File: config.mk
export PLATFORM = sky130hd
export DESIGN_NAME = range_scan_depression_detector
export DESIGN_NICKNAME = d
export VERILOG_FILES = /design/src/sv/rsdd_pkg.sv /design/src/sv/rsdd_in_stage.sv /design/src/sv/rsdd_judge.sv /design/src/sv/rsdd_out_stage.sv /design/src/sv/range_scan_depression_detector.sv
export SDC_FILE = /design/constraint.sdc
export NUM_CORES = 1
export LEC_CHECK = 0
export ABC_AREA = 1
export BUFFER_PORTS_ARGS = -buffer_cell sky130_fd_sc_hd__buf_2
export CORE_AREA = 2 2 192 194
export DETAILED_ROUTE_END_ITERATION = 16
export DIE_AREA = 0 0 194 196
export GPL_TIMING_DRIVEN = 0
export HOLD_SLACK_MARGIN = 0.03
export PLACE_DENSITY = 0.62
export SYNTH_ARGS = -nofsm -noshare
export SYNTH_HDL_FRONTEND = slang
export SYNTH_HIERARCHICAL = 1
export SYNTH_SLANG_ARGS = --single-unit
File: constraint.sdc
create_clock -name clk -period 7.8 [get_ports clk]
set_input_delay 0 -clock clk [delete_from_list [all_inputs] [get_ports clk]]
set_output_delay 0 -clock clk [all_outputs]
set_load 0.01 [all_outputs]
File: src/sv/rsdd_pkg.sv
`default_nettype none
package rsdd_pkg;

  localparam int MAX_SAMPLES_DEF = 4096;
  localparam int RANGE_BITS_DEF  = 16;

  localparam int IDX_W      = 12;
  localparam int OUT_RNG_W  = 16;
  localparam int CFG_IDX_W  = 2;
  localparam int CFG_DATA_W = 16;
  localparam int THR_W      = 16;
  localparam int COFF_W     = 16;
  localparam int IOFF_W     = 8;

  localparam logic [CFG_IDX_W-1:0] REG_JUMP_THRESHOLD = 2'd0;
  localparam logic [CFG_IDX_W-1:0] REG_CENTER_OFFSET  = 2'd1;
  localparam logic [CFG_IDX_W-1:0] REG_INDEX_OFFSET   = 2'd2;

  localparam logic [THR_W-1:0]  JUMP_THRESHOLD_RST = 16'd800;
  localparam logic [COFF_W-1:0] CENTER_OFFSET_RST  = 16'd445;
  localparam logic [IOFF_W-1:0] INDEX_OFFSET_RST   = 8'd20;

  typedef struct packed {
    logic [THR_W-1:0]  jump_threshold_mm;
    logic [COFF_W-1:0] center_offset_mm;
    logic [IOFF_W-1:0] index_offset;
  } cfg_t;

  typedef struct packed {
    logic [IDX_W-1:0]     seg_start;
    logic [IDX_W-1:0]     seg_end;
    logic [IDX_W-1:0]     closest_index;
    logic [OUT_RNG_W-1:0] center_range_mm;
    logic                 scan_done;
  } result_t;

endpackage
`default_nettype wire

File: src/sv/rsdd_in_stage.sv
`default_nettype none
module rsdd_in_stage #(
  parameter int RANGE_BITS = rsdd_pkg::RANGE_BITS_DEF
) (
  input  wire logic                  clk,
  input  wire logic                  rst_n,
  input  wire logic                  in_valid,
  output logic                       in_ready,
  input  wire logic [RANGE_BITS-1:0] in_range_mm,
  input  wire logic                  in_last_sample,
  input  wire logic                  advance,
  output logic                       item_valid,
  output logic [RANGE_BITS-1:0]      item_range,
  output logic                       item_last
);

  logic                  valid_r;
  logic [RANGE_BITS-1:0] range_r;
  logic                  last_r;

  assign in_ready   = !valid_r || advance;
  assign item_valid = valid_r;
  assign item_range = range_r;
  assign item_last  = last_r;

  always_ff @(posedge clk) begin
    if (!rst_n) begin
      valid_r <= 1'b0;
    end else if (in_ready) begin
      valid_r <= in_valid;
    end
  end

  always_ff @(posedge clk) begin
    if (in_valid && in_ready) begin
      range_r <= in_range_mm;
      last_r  <= in_last_sample;
    end
  end

endmodule
`default_nettype wire

File: src/sv/rsdd_judge.sv
`default_nettype none
module rsdd_judge #(
  parameter int MAX_SAMPLES = rsdd_pkg::MAX_SAMPLES_DEF,
  parameter int RANGE_BITS  = rsdd_pkg::RANGE_BITS_DEF
) (
  input  wire logic                  clk,
  input  wire logic                  rst_n,
  input  wire logic                  advance,
  input  wire logic [RANGE_BITS-1:0] cur,
  input  wire logic                  last,
  input  wire rsdd_pkg::cfg_t        cfg,
  output logic                       emit,
  output rsdd_pkg::result_t          result
);

  localparam int CNT_W = $clog2(MAX_SAMPLES);
  localparam int IW    = (CNT_W > rsdd_pkg::IDX_W) ? CNT_W : rsdd_pkg::IDX_W;
  localparam int RW    = (RANGE_BITS > rsdd_pkg::OUT_RNG_W) ? RANGE_BITS : rsdd_pkg::OUT_RNG_W;
  localparam int SW    = RW + 1;
  localparam logic [CNT_W-1:0]  CNT_MAX   = CNT_W'(MAX_SAMPLES - 1);
  localparam logic [IW:0]       IDX_SAT   = (IW + 1)'((1 << rsdd_pkg::IDX_W) - 1);
  localparam logic [SW-1:0]     RNG_SAT   = SW'({RANGE_BITS{1'b1}});

  logic [RANGE_BITS-1:0] older_r, older_nxt;
  logic [RANGE_BITS-1:0] newer_r, newer_nxt;
  logic [CNT_W-1:0]      cnt_r, cnt_nxt;
  logic                  open_r, open_nxt;
  logic                  seen_r, seen_nxt;
  logic [CNT_W-1:0]      ostart_r, ostart_nxt;
  logic [RANGE_BITS-1:0] minr_r, minr_nxt;
  logic [CNT_W-1:0]      mini_r, mini_nxt;

  logic [CNT_W-1:0] j;
  logic [SW-1:0]    mid_sum;
  logic             is_start;
  logic             is_end;
  logic [CNT_W-1:0] e_start;
  logic [CNT_W-1:0] e_end;
  logic             e_done;
  logic [RANGE_BITS-1:0] e_minr;
  logic [CNT_W-1:0] e_mini;
  logic [IW:0]      ci_sum;
  logic [SW-1:0]    cr_sum;
  logic [IW-1:0]    s_ext;
  logic [IW-1:0]    e_ext;

  assign j        = cnt_r - CNT_W'(1);
  assign mid_sum  = SW'(newer_r) + SW'(cfg.jump_threshold_mm);
  assign is_start = mid_sum < SW'(older_r);
  assign is_end   = mid_sum < SW'(cur);

  always_comb begin
    older_nxt  = older_r;
    newer_nxt  = newer_r;
    cnt_nxt    = cnt_r;
    open_nxt   = open_r;
    seen_nxt   = seen_r;
    ostart_nxt = ostart_r;
    minr_nxt   = minr_r;
    mini_nxt   = mini_r;
    emit       = 1'b0;
    e_start    = '0;
    e_end      = '0;
    e_done     = 1'b0;
    e_minr     = minr_r;
    e_mini     = mini_r;

    if (cnt_r == '0 && !seen_r && cur < minr_nxt) begin
      minr_nxt = cur;
      mini_nxt = '0;
    end

    if (cnt_r >= CNT_W'(2)) begin
      if (is_start) begin
        open_nxt   = 1'b1;
        seen_nxt   = 1'b1;
        ostart_nxt = j;
        minr_nxt   = newer_r;
        mini_nxt   = j;
      end else begin
        if ((open_nxt || !seen_nxt) && newer_r < minr_nxt) begin
          minr_nxt = newer_r;
          mini_nxt = j;
        end
        if (is_end && (open_nxt || !seen_nxt)) begin
          emit     = 1'b1;
          e_start  = open_nxt ? ostart_nxt : '0;
          e_end    = j;
          e_done   = last;
          e_minr   = minr_nxt;
          e_mini   = mini_nxt;
          open_nxt = 1'b0;
          seen_nxt = 1'b1;
          minr_nxt = '1;
          mini_nxt = '0;
        end
      end
    end

    if (last) begin
      if (open_nxt) begin
        emit    = 1'b1;
        e_start = ostart_nxt;
        e_end   = cnt_r;
        e_done  = 1'b1;
        if (cur < minr_nxt) begin
          e_minr = cur;
          e_mini = cnt_r;
        end else begin
          e_minr = minr_nxt;
          e_mini = mini_nxt;
        end
      end
      older_nxt  = '0;
      newer_nxt  = '0;
      cnt_nxt    = '0;
      open_nxt   = 1'b0;
      seen_nxt   = 1'b0;
      ostart_nxt = '0;
      minr_nxt   = '1;
      mini_nxt   = '0;
    end else begin
      older_nxt = newer_r;
      newer_nxt = cur;
      if (cnt_r < CNT_MAX) begin
        cnt_nxt = cnt_r + CNT_W'(1);
      end
    end
  end

  assign ci_sum = (IW + 1)'(e_mini) + (IW + 1)'(cfg.index_offset);
  assign cr_sum = SW'(e_minr) + SW'(cfg.center_offset_mm);
  assign s_ext  = IW'(e_start);
  assign e_ext  = IW'(e_end);

  always_comb begin
    result.seg_start     = s_ext[rsdd_pkg::IDX_W-1:0];
    result.seg_end       = e_ext[rsdd_pkg::IDX_W-1:0];
    result.closest_index = (ci_sum > IDX_SAT) ? IDX_SAT[rsdd_pkg::IDX_W-1:0]
                                              : ci_sum[rsdd_pkg::IDX_W-1:0];
    result.center_range_mm = (cr_sum > RNG_SAT) ? RNG_SAT[rsdd_pkg::OUT_RNG_W-1:0]
                                                : cr_sum[rsdd_pkg::OUT_RNG_W-1:0];
    result.scan_done     = e_done;
  end

  always_ff @(posedge clk) begin
    if (!rst_n) begin
      older_r  <= '0;
      newer_r  <= '0;
      cnt_r    <= '0;
      open_r   <= 1'b0;
      seen_r   <= 1'b0;
      ostart_r <= '0;
      minr_r   <= '1;
      mini_r   <= '0;
    end else if (advance) begin
      older_r  <= older_nxt;
      newer_r  <= newer_nxt;
      cnt_r    <= cnt_nxt;
      open_r   <= open_nxt;
      seen_r   <= seen_nxt;
      ostart_r <= ostart_nxt;
      minr_r   <= minr_nxt;
      mini_r   <= mini_nxt;
    end
  end

  a_open_needs_start: assert property (@(posedge clk) disable iff (!rst_n)
    open_r |-> seen_r) else $error("open depression without a start");

  a_count_bound: assert property (@(posedge clk) disable iff (!rst_n)
    cnt_r <= CNT_MAX) else $error("sample count past its limit");

  a_last_clears: assert property (@(posedge clk) disable iff (!rst_n)
    advance && last |=> cnt_r == '0 && !open_r && !seen_r)
    else $error("scan state not cleared after the last sample");

  a_emit_closes: assert property (@(posedge clk) disable iff (!rst_n)
    advance && emit |=> !open_r) else $error("depression still open after a result");

endmodule
`default_nettype wire

File: src/sv/rsdd_out_stage.sv
`default_nettype none
module rsdd_out_stage (
  input  wire logic              clk,
  input  wire logic              rst_n,
  input  wire logic              load,
  input  wire rsdd_pkg::result_t result,
  input  wire logic              out_ready,
  output logic                   out_valid,
  output rsdd_pkg::result_t      out_data
);

  logic              valid_r;
  rsdd_pkg::result_t data_r;

  assign out_valid = valid_r;
  assign out_data  = data_r;

  always_ff @(posedge clk) begin
    if (!rst_n) begin
      valid_r <= 1'b0;
    end else if (load) begin
      valid_r <= 1'b1;
    end else if (out_ready) begin
      valid_r <= 1'b0;
    end
  end

  always_ff @(posedge clk) begin
    if (load) begin
      data_r <= result;
    end
  end

endmodule
`default_nettype wire

File: src/sv/range_scan_depression_detector.sv
`default_nettype none
// Finds depressions in a stream of range samples, one sample per transaction, and
// reports each closed depression with its start, end, closest index and center
// range. A new sample can be taken every clock cycle. It is held in an input register,
// judged by combinational compare and minimum logic, and any result is held in an
// output register. Throughput is one sample per cycle. A result is loaded into the
// output register as the sample that closes it is judged, and is held there until
// taken. The input is held off only while the output register holds a result
// that has not been taken and the input register holds a sample still to be judged.
// Configuration writes take effect at once and are meant to happen while the block
// is idle.
module range_scan_depression_detector #(
  parameter int MAX_SAMPLES = rsdd_pkg::MAX_SAMPLES_DEF,
  parameter int RANGE_BITS  = rsdd_pkg::RANGE_BITS_DEF
) (
  input  wire logic                              clk,
  input  wire logic                              rst_n,
  input  wire logic                              in_valid,
  output logic                                   in_ready,
  input  wire logic [RANGE_BITS-1:0]             in_range_mm,
  input  wire logic                              in_last_sample,
  output logic                                   out_valid,
  input  wire logic                              out_ready,
  output logic [rsdd_pkg::IDX_W-1:0]             out_seg_start,
  output logic [rsdd_pkg::IDX_W-1:0]             out_seg_end,
  output logic [rsdd_pkg::IDX_W-1:0]             out_closest_index,
  output logic [rsdd_pkg::OUT_RNG_W-1:0]         out_center_range_mm,
  output logic                                   out_scan_done,
  input  wire logic                              cfg_we,
  input  wire logic [rsdd_pkg::CFG_IDX_W-1:0]    cfg_index,
  input  wire logic [rsdd_pkg::CFG_DATA_W-1:0]   cfg_wdata
);

  rsdd_pkg::cfg_t    cfg_r;
  rsdd_pkg::result_t result;
  rsdd_pkg::result_t out_data;
  logic                  item_valid;
  logic [RANGE_BITS-1:0] item_range;
  logic                  item_last;
  logic                  advance;
  logic                  emit;

  always_ff @(posedge clk) begin
    if (!rst_n) begin
      cfg_r.jump_threshold_mm <= rsdd_pkg::JUMP_THRESHOLD_RST;
      cfg_r.center_offset_mm  <= rsdd_pkg::CENTER_OFFSET_RST;
      cfg_r.index_offset      <= rsdd_pkg::INDEX_OFFSET_RST;
    end else if (cfg_we) begin
      case (cfg_index)
        rsdd_pkg::REG_JUMP_THRESHOLD: begin
          cfg_r.jump_threshold_mm <= cfg_wdata[rsdd_pkg::THR_W-1:0];
        end
        rsdd_pkg::REG_CENTER_OFFSET: begin
          cfg_r.center_offset_mm <= cfg_wdata[rsdd_pkg::COFF_W-1:0];
        end
        rsdd_pkg::REG_INDEX_OFFSET: begin
          cfg_r.index_offset <= cfg_wdata[rsdd_pkg::IOFF_W-1:0];
        end
        default: begin
        end
      endcase
    end
  end

  assign advance = item_valid && (!out_valid || out_ready);

  rsdd_in_stage #(
    .RANGE_BITS(RANGE_BITS)
  ) u_in_stage (
    .clk           (clk),
    .rst_n         (rst_n),
    .in_valid      (in_valid),
    .in_ready      (in_ready),
    .in_range_mm   (in_range_mm),
    .in_last_sample(in_last_sample),
    .advance       (advance),
    .item_valid    (item_valid),
    .item_range    (item_range),
    .item_last     (item_last)
  );

  rsdd_judge #(
    .MAX_SAMPLES(MAX_SAMPLES),
    .RANGE_BITS (RANGE_BITS)
  ) u_judge (
    .clk    (clk),
    .rst_n  (rst_n),
    .advance(advance),
    .cur    (item_range),
    .last   (item_last),
    .cfg    (cfg_r),
    .emit   (emit),
    .result (result)
  );

  rsdd_out_stage u_out_stage (
    .clk      (clk),
    .rst_n    (rst_n),
    .load     (advance && emit),
    .result   (result),
    .out_ready(out_ready),
    .out_valid(out_valid),
    .out_data (out_data)
  );

  assign out_seg_start       = out_data.seg_start;
  assign out_seg_end         = out_data.seg_end;
  assign out_closest_index   = out_data.closest_index;
  assign out_center_range_mm = out_data.center_range_mm;
  assign out_scan_done       = out_data.scan_done;

endmodule
`default_nettype wire

==> results of run 1 <==
flip-flops by register name (all words and copies together) (netlist names):
name	flops
u_judge/cnt_r	12
u_in_stage/item_valid	1
u_judge/newer_r	16
u_judge/older_r	16
u_out_stage/out_data	53
u_judge/minr_r	16
u_in_stage/item_last	1
u_out_stage/out_valid	1
cfg_r	40
u_in_stage/item_range	16
u_judge/mini_r	12
u_judge/ostart_r	12
u_judge/seen_r	1
u_judge/open_r	1
cell type report:
type,instances,share of cell area
multi-input cells,1293,0.4720
flip-flops and latches,198,0.2813
repair buffers,224,0.09648
inverters,238,0.05493
well taps,468,0.03517
clock buffers,20,0.02743
plain buffers,74,0.02713
clock inverters,12,0.005561
what timing repair did:
| action | in CTS | in global routing |
|---|---|---|
| setup endpoints to repair | 28 | 28 |
| setup buffers | 67 | 10 |
| pin swaps | 63 | 38 |
| hold endpoints to repair | 61 | 0 |
| cloned | 1 | 1 |
| gates resized for setup | 125 | 38 |
| hold buffers | 49 | 0 |
metrics by stage:
| stage | hold WS (ns) | TNS (ns) |
|---|---|---|
| 2_1_floorplan | 0.09887 | -0.3398 |
| 3_3_place_gp | 0.1795 | -65.39 |
| 3_5_place_dp | 0.1781 | -56.35 |
| 4_1_cts | 0.1481 | -6.046 |
| 5_1_grt | 0.1728 | -20.05 |
| 6_report | 0.1622 | -10.11 |
per-layer routing:
| metal | track usage | share of wire | vias up |
|---|---|---|---|
| met5 | 0 | 0 | - |
| met4 | 0.1243 | 0.050 | 0 |
| met3 | 0.03129 | 0.057 | 109 |
| met2 | 0.4006 | 0.47 | 457 |
| met1 | 0.3084 | 0.43 | 6210 |
| li1 | - | - | 6493 |
worst register-to-register path: cells and delay by family, from the launching register on:
family          cells  cell delay, ns
fa+ha+maj           5            1.30
compound gates     29            4.08
buf+inv             6            0.63
xor+xnor            1            0.15
simple gates       17            1.65
flops               1            0.35
cells by family after synthesis:
| kind of cell | synth area share |
|---|---|
| xor+xnor | 0.02731 |
| fa+ha+maj | 0.1150 |
| simple gates | 0.2336 |
| compound gates | 0.1767 |
| flops | 0.3548 |
| buf+inv | 0.09260 |
power by group through the flow:
stage	combinational [mW]	clock [mW]	sequential (mW)
after floorplan	0.488	0	1.16
after global placement	0.667	0	1.18
after detailed placement	0.682	0	1.18
after CTS	0.857	0.866	1.15
after global routing	0.998	0.904	1.16
final	0.917	0.847	1.15
cells in the final DEF, fill, tap and decap left out, drive strengths merged, types with 28 or more instances in the layout:
master         n
a21oi        196
o21ai        116
buf          197
nand2        471
dfxtp        128
xor2          28
inv          241
nor2         128
edfxtp        70
clkbuf        72
dlygate4sd3   49
ha           116
nand3         91
worst max path at each step:
stage | from | end
after detailed placement | u_in_stage/item_range[15] | u_out_stage/out_data[9]
after global routing | u_judge/newer_r[2] | u_out_stage/out_data[16]
after global placement | u_in_stage/item_range[15] | u_out_stage/out_data[9]
after CTS | u_judge/newer_r[2] | u_out_stage/out_data[13]
after floorplan | u_judge/newer_r[2] | u_out_stage/out_data[14]
final | u_judge/newer_r[2] | u_out_stage/out_data[9]
==> qor.yml, run 1 <==
status: "finished, violations left"
violations: "setup timing"
hold_end: "cfg_r[13]"
drc: 0
fin_cells: 2527
place_congestion: 0.9477
fmax_ghz: 0.1188
cts_sinks: 198
avgSynthCellArea_um2: 7.292
wire_per_inst_um: 18.48
grt_max_degree: 41
die_height_um: 196
power_frac_seq: 0.395
cts-root-buf: "clkbuf_16"
p_int_mw: 1.911
antenna_found_initial: 0
ys_types: 52
first_iter_violations: 1102
r2r-start: "u_judge/newer_r[2]"
sw_frac_of_total: 0.3449
p_clk_frac: 0.290
stdcell_area_mm2: 0.01665
hold_viol_final: 0
grt_pass1_vias: 12460
fin_skew_ns: 0.01451
regToRegEndpoint: "u_out_stage/out_data[9]"
critPathSlowestCell: "dfxtp_4"
wirelength_mm: 46.71
synth_top_area_cell: "dfxtp_1"
cap_violations: 0
critPathTopFamily: "compound AO/OA/AOI/OAI gates"
grt_overflow: 0
end_kind: "flip-flop"
ff2ff_setup_slack_ns: -0.62
drt-pass1-iter-count: 5
fin_crit_ns: 8.419
post-route-period-util: 1.079
boundaryPins: 95
yosysWarnings: 6
synth_cells: 1803
synth_top_area_frac: 0.1949
critPathRequiredTime_ns: 8.01
final_nets: 2205
clockBufferDepth: 2
crit_path_max_fanout: 6
core_mm2: 0.03608
place_area_mm2: 0.01438
cts_tree: "built"
worst-path-stages: 58
switchingPower_mw: 1.006
worstPathArrival_ns: 8.63
yosysMostFrequentCell: "nand2_1"
whs_path_depth: 3
synth_edf_count: 70
std_cell_rows: 70
hp-start: "rst_n"
min_path_type: "input port to flip-flop"
syn-num-nets: 1962
drive_above_1_share: 0.1952
async_reset_ff_frac: 0
dp_hpwl_mm: 34.63
antenna-diode-count: 0
vias: 13270
finalSetupViolations: 18
dieArea_mm2: 0.03802
ff_latch_area_mm2: 0.004683
worst_slack_ns: -0.6195
leakagePower_nw: 7.510
slew_violations: 0
synth_ff_type: "dfxtp_1"
max_stage_delay_ns: 0.35
routed_via_density: 5.251
start_kind: "flip-flop"
synth_common_cells: "nand2_1, inv_1, a21oi_1"
p_per_area_mw_per_mm2: 175.2
syn_to_final_growth_pct: 26.65
synth-seq-area-share: 0.3548
clk_pin_slew_ns: 0.08
totalPowerFinal_mw: 2.917
syn_area_mm2: 0.01315
ys_seq_elements: 198
cts_buffers: 17
dp_cells: 2367
track_usage: 0.2415
path_class: "flip-flop to flip-flop"
pre_cts_ws_ns: -2.606
initial_core_util: 0.3644
pwr-share-comb: 0.314
ir_drop_mv: 0.1608
crit_buf_inv: 6
h-tree-depth: 4
ant_nets: 0
fp.dieW_um: 194
nFillCells: 3625
rsz0062_at_grt: "true"
rr_worst_depth: 58
slew_headroom: 0.3688
worst_pin_slew_ns: 0.9468
clk-insertion-delay-late_ns: 0.46
grt_pass1_wl_mm: 70.39
yosys-top-cells-area: "dfxtp_1, edfxtp_1, nand2_1"
multi_input_area_mm2: 0.007860
port_buffers: 93
cp_common_cell: "a21oi_2"
postLayoutCoreUtil: 0.4614
Power figures use the tool's default switching activity.
==> run 2, diff against run 1 <==
==> constraint.sdc (replaced) <==
create_clock -name clk -period 7.8 [get_ports clk]
set_input_delay 0.78 -clock clk [delete_from_list [all_inputs] [get_ports clk]]
set_output_delay 0.78 -clock clk [all_outputs]
set_load 0.01 [all_outputs]
==> run 2 against run 1 <==
Compared with the run above:
- the flow still finishes with violations (setup timing)
- first-iteration DRC count is 6.2% lower
- non-clock buffer count is 49 lower
- largest cell class unchanged
- sequential share of layout area is 0.85 points higher
- clock-buffer cell count stayed put
- maximum frequency hardly changed
- hold slack better by 0.30 ns
- via count is 1.9% lower
- power is 0.72% lower
- critical endpoint unchanged
- sequential cell count stayed put
- global-route usage is 0.26 points lower
- worst setup slack hardly changed
- sequential power hardly changed
==> qor.yml, run 2 (synthesized netlist as in run 1, its figures left out) <==
hp-start: "u_judge/older_r[8]"
worst_slack_ns: -0.6198
cts_tree: "built"
first_iter_violations: 1034
routed_via_density: 5.254
hold_viol_final: 0
antenna-diode-count: 0
stdcell_area_mm2: 0.01616
drt-pass1-iter-count: 5
clk-insertion-delay-late_ns: 0.46
path_class: "flip-flop to flip-flop"
dieArea_mm2: 0.03802
grt_pass1_vias: 12200
place_area_mm2: 0.01438
violations: "setup timing"
core_mm2: 0.03608
fmax_ghz: 0.1188
startpoint: "u_judge/newer_r[2]"
max_stage_delay_ns: 0.35
setup_tns_ns: -10.08
port_buffers: 93
cp_common_cell: "a21oi_2"
hold-worst-slack_ns: 0.4672
wire_per_inst_um: 18.61
start_kind: "flip-flop"
largest_reg_flops: 53
syn_to_final_growth_pct: 22.92
end_kind: "flip-flop"
initial_core_util: 0.3644
worstPathArrival_ns: 8.63
antenna_found_initial: 0
final_nets: 2156
vias: 13020
grt_overflow: 0
ir_drop_mv: 0.1607
p_per_area_mw_per_mm2: 179.2
clk_pin_slew_ns: 0.08
crit_path_max_fanout: 6
wirelength_mm: 46.12
clockBufferDepth: 2
layout_common_cells: "nand2_1, inv_1, a21oi_1"
critPathSlowestCell: "dfxtp_4"
std_cell_rows: 70
drive_above_1_share: 0.2000
track_usage: 0.2389
hold_buffers: 0
ant_nets: 0
slew_violations: 0
cts-root-buf: "clkbuf_16"
slew_headroom: 0.3640
boundaryPins: 95
dp_hpwl_mm: 34.63
place_congestion: 0.9477
grt_max_degree: 41
totalPowerFinal_mw: 2.896
pre_cts_ws_ns: -2.606
rsz0062_at_grt: "true"
drc: 0
cts_sinks: 198
grt_pass1_wl_mm: 69.48
ff2ff_setup_slack_ns: -0.62
post-route-period-util: 1.079
cap_violations: 0
status: "finished, violations left"
min_path_type: "flip-flop to flip-flop"
cts_buffers: 17
fin_crit_ns: 8.420
h-tree-depth: 4
r2r-start: "u_judge/newer_r[2]"
leakagePower_nw: 7.309
die_height_um: 196
fp.dieW_um: 194
critPathRequiredTime_ns: 8.01
nFillCells: 3671
final_common_cell: "nand2_1"
finalSetupViolations: 18
worst_pin_slew_ns: 0.9539
fin_skew_ns: 0.01539
==> run 2: changes by cell type in the layout (fill, tap and decap cells not counted), sizes merged <==
cell,before,now
dlygate4sd3,49,0
==> run 2: metrics by stage <==
stage	utilization	cells
4_1_cts	0.4418	2467
6_report	0.4479	2478
2_1_floorplan	-	1803
5_1_grt	0.4479	2478
3_5_place_dp	0.3985	2367
3_3_place_gp	0.3972	2364
==> run 2: cell type report <==
class / count / area (um2) / area share
multi-input combinational: 1293 / 7860 / 0.4864
sequential: 198 / 4683 / 0.2898
timing repair buffer: 175 / 1116 / 0.06906
inverter: 238 / 914.6 / 0.05660
tap: 468 / 585.6 / 0.03623
clock buffer: 20 / 456.7 / 0.02826
buffer: 74 / 451.7 / 0.02795
clock inverter: 12 / 92.59 / 0.005729
==> run 2: critical path, delay by kind of cell (launching register included) <==
kind,cells,cell delay [ns]
DFF,1,0.35
and+or+nand+nor,17,1.62
buffers and inverters,6,0.63
AOI/OAI and AO/OA,29,4.09
adders and majority gates,5,1.30
xor gates and xnor gates,1,0.15
==> run 2: worst paths after layout <==
kind | depth (start not counted) | to
worst max-delay path | 58 | u_out_stage/out_data[9]
worst min-delay path | 2 | u_judge/older_r[8]
worst max register to register | 58 | u_out_stage/out_data[9]
worst min register to register | 2 | u_judge/older_r[8]
==> run 2: what timing repair did <==
action                     4_1_cts  5_1_grt
cloned                           1        1
pin swaps                       63       38
setup endpoints to repair       28       28
setup buffers                   67       10
gates resized for setup        125       38
==> run 2: routing by layer <==
metal	vias up	GRT usage	share of wire
li1	6388	-	-
met1	6145	0.3064	0.44
met2	395	0.3944	0.46
met3	92	0.03129	0.047
met4	0	0.1229	0.050
met5	-	0	0
==> run 2: report_power, final <==
group | internal (mW) | switching, mW
clock network | 0.430 | 0.415
registers | 1.11 | 0.0423
logic | 0.355 | 0.542
total | 1.90 | 1.00
==> run 3, diff against run 2 <==
--- a/config.mk
+++ b/config.mk
@@ -13,6 +13,7 @@
 export GPL_TIMING_DRIVEN = 0
 export HOLD_SLACK_MARGIN = 0.03
 export PLACE_DENSITY = 0.62
+export SKIP_CTS_REPAIR_TIMING = 1
 export SYNTH_ARGS = -nofsm -noshare
 export SYNTH_HDL_FRONTEND = slang
 export SYNTH_HIERARCHICAL = 1
==> run 3 against run 2 <==
Compared with the run above:
- the run still ends with setup timing left
- via count fell by 0.79%
- combinational power decreased by 6.5%
- hold slack about the same
- sequential power hardly changed
- largest power group unchanged
- routed wire length down 1.9%
==> qor.yml, run 3 (synthesized netlist as in run 1, its figures left out) <==
status: "finished, violations left"
violations: "setup timing"
hold_viol_final: 0
wire_per_inst_um: 18.37
max_stage_delay_ns: 0.36
start_kind: "flip-flop"
grt_pass1_vias: 11650
port_buffers: 93
final_common_cell: "nand2_1"
post-route-period-util: 1.102
critPathRequiredTime_ns: 8.01
ir_drop_mv: 0.1593
worst_pin_slew_ns: 0.9900
grt_max_degree: 41
cts_tree: "built"
slew_headroom: 0.3400
antenna_found_initial: 0
dp_cells: 2367
fp.dieW_um: 194
fin_crit_ns: 8.598
whs_path_depth: 2
clk_pin_slew_ns: 0.07
clockBufferDepth: 2
routed_via_density: 5.247
hp-start: "u_judge/older_r[8]"
antenna-diode-count: 0
hold-worst-slack_ns: 0.4672
drt-pass1-iter-count: 6
core_mm2: 0.03608
r2r-start: "u_judge/newer_r[2]"
regToRegEndpoint: "u_out_stage/out_data[5]"
fin_skew_ns: 0.01644
leakagePower_nw: 7.213
largest_reg_flops: 53
std_cell_rows: 70
setup_tns_ns: -13.71
first_iter_violations: 1044
grt_overflow: 0
drc: 0
fmax_ghz: 0.1163
postLayoutCoreUtil: 0.4417
drive_above_1_share: 0.1825
die_height_um: 196
stdcell_area_mm2: 0.01594
fin_cells: 2462
crit_path_max_fanout: 8
slew_violations: 0
layout_common_cells: "nand2_1, inv_1, a21oi_1"
place_congestion: 0.9477
grt_pass1_wl_mm: 66.70
rr_worst_depth: 58
totalPowerFinal_mw: 2.837
worst_slack_ns: -0.7976
ff2ff_setup_slack_ns: -0.80
place_area_mm2: 0.01438
cts_buffers: 17
end_kind: "flip-flop"
finalSetupViolations: 27
cap_violations: 0
path_class: "flip-flop to flip-flop"
critPathSlowestCell: "dfxtp_4"
rsz0062_at_grt: "true"
dp_hpwl_mm: 34.63
min_path_type: "flip-flop to flip-flop"
wirelength_mm: 45.23
h-tree-depth: 4
worstPathArrival_ns: 8.81
final_nets: 2140
clk-insertion-delay-late_ns: 0.46
boundaryPins: 95
dieArea_mm2: 0.03802
vias: 12920
p_per_area_mw_per_mm2: 177.9
cts-root-buf: "clkbuf_16"
cp_common_cell: "a21oi_2"
initial_core_util: 0.3644
ant_nets: 0
syn_to_final_growth_pct: 21.24
track_usage: 0.2298
hold_end: "u_judge/older_r[8]"
pre_cts_ws_ns: -2.606
cts_sinks: 198
[run 3: worst max-delay path by stage]
stage,startpoint,to,cells past startpoint
after floorplan,u_judge/newer_r[2],u_out_stage/out_data[14],57
after global placement,u_in_stage/item_range[15],u_out_stage/out_data[9],52
after detailed placement,u_in_stage/item_range[15],u_out_stage/out_data[9],52
after CTS,u_in_stage/item_range[15],u_out_stage/out_data[9],52
after global routing,u_judge/newer_r[2],u_out_stage/out_data[5],58
final,u_judge/newer_r[2],u_out_stage/out_data[5],58
[run 3: worst max-delay path, delay by kind of cell (launching register included)]
family	cells	cell delay (ns)
compound gates	28	3.95
xor+xnor	1	0.20
fa+ha+maj	5	1.28
buf+inv	6	0.70
flops	1	0.36
simple gates	18	1.86
[run 3: area by class of cell]
class | instances | area (um2)
timing repair buffer | 159 | 1011
multi-input combinational | 1293 | 7769
fill | 3692 | 20140
tap | 468 | 585.6
clock buffer | 20 | 456.7
clock inverter | 12 | 92.59
inverter | 238 | 918.4
buffer | 74 | 424.2
sequential | 198 | 4683
[run 3: where the power goes]
group | switching, mW | internal, mW
Clock | 0.415 | 0.430
Combinational | 0.516 | 0.323
Sequential | 0.0415 | 1.11
[run 3: per-layer routing]
| metal | routed length [um] | up-vias | GRT usage |
|---|---|---|---|
| met3 | 2423 | 86 | 0.03232 |
| met4 | 1939 | 0 | 0.1058 |
| met2 | 21200 | 438 | 0.3833 |
| met1 | 19670 | 6024 | 0.2948 |
| met5 | 0 | - | 0 |
| li1 | - | 6369 | - |
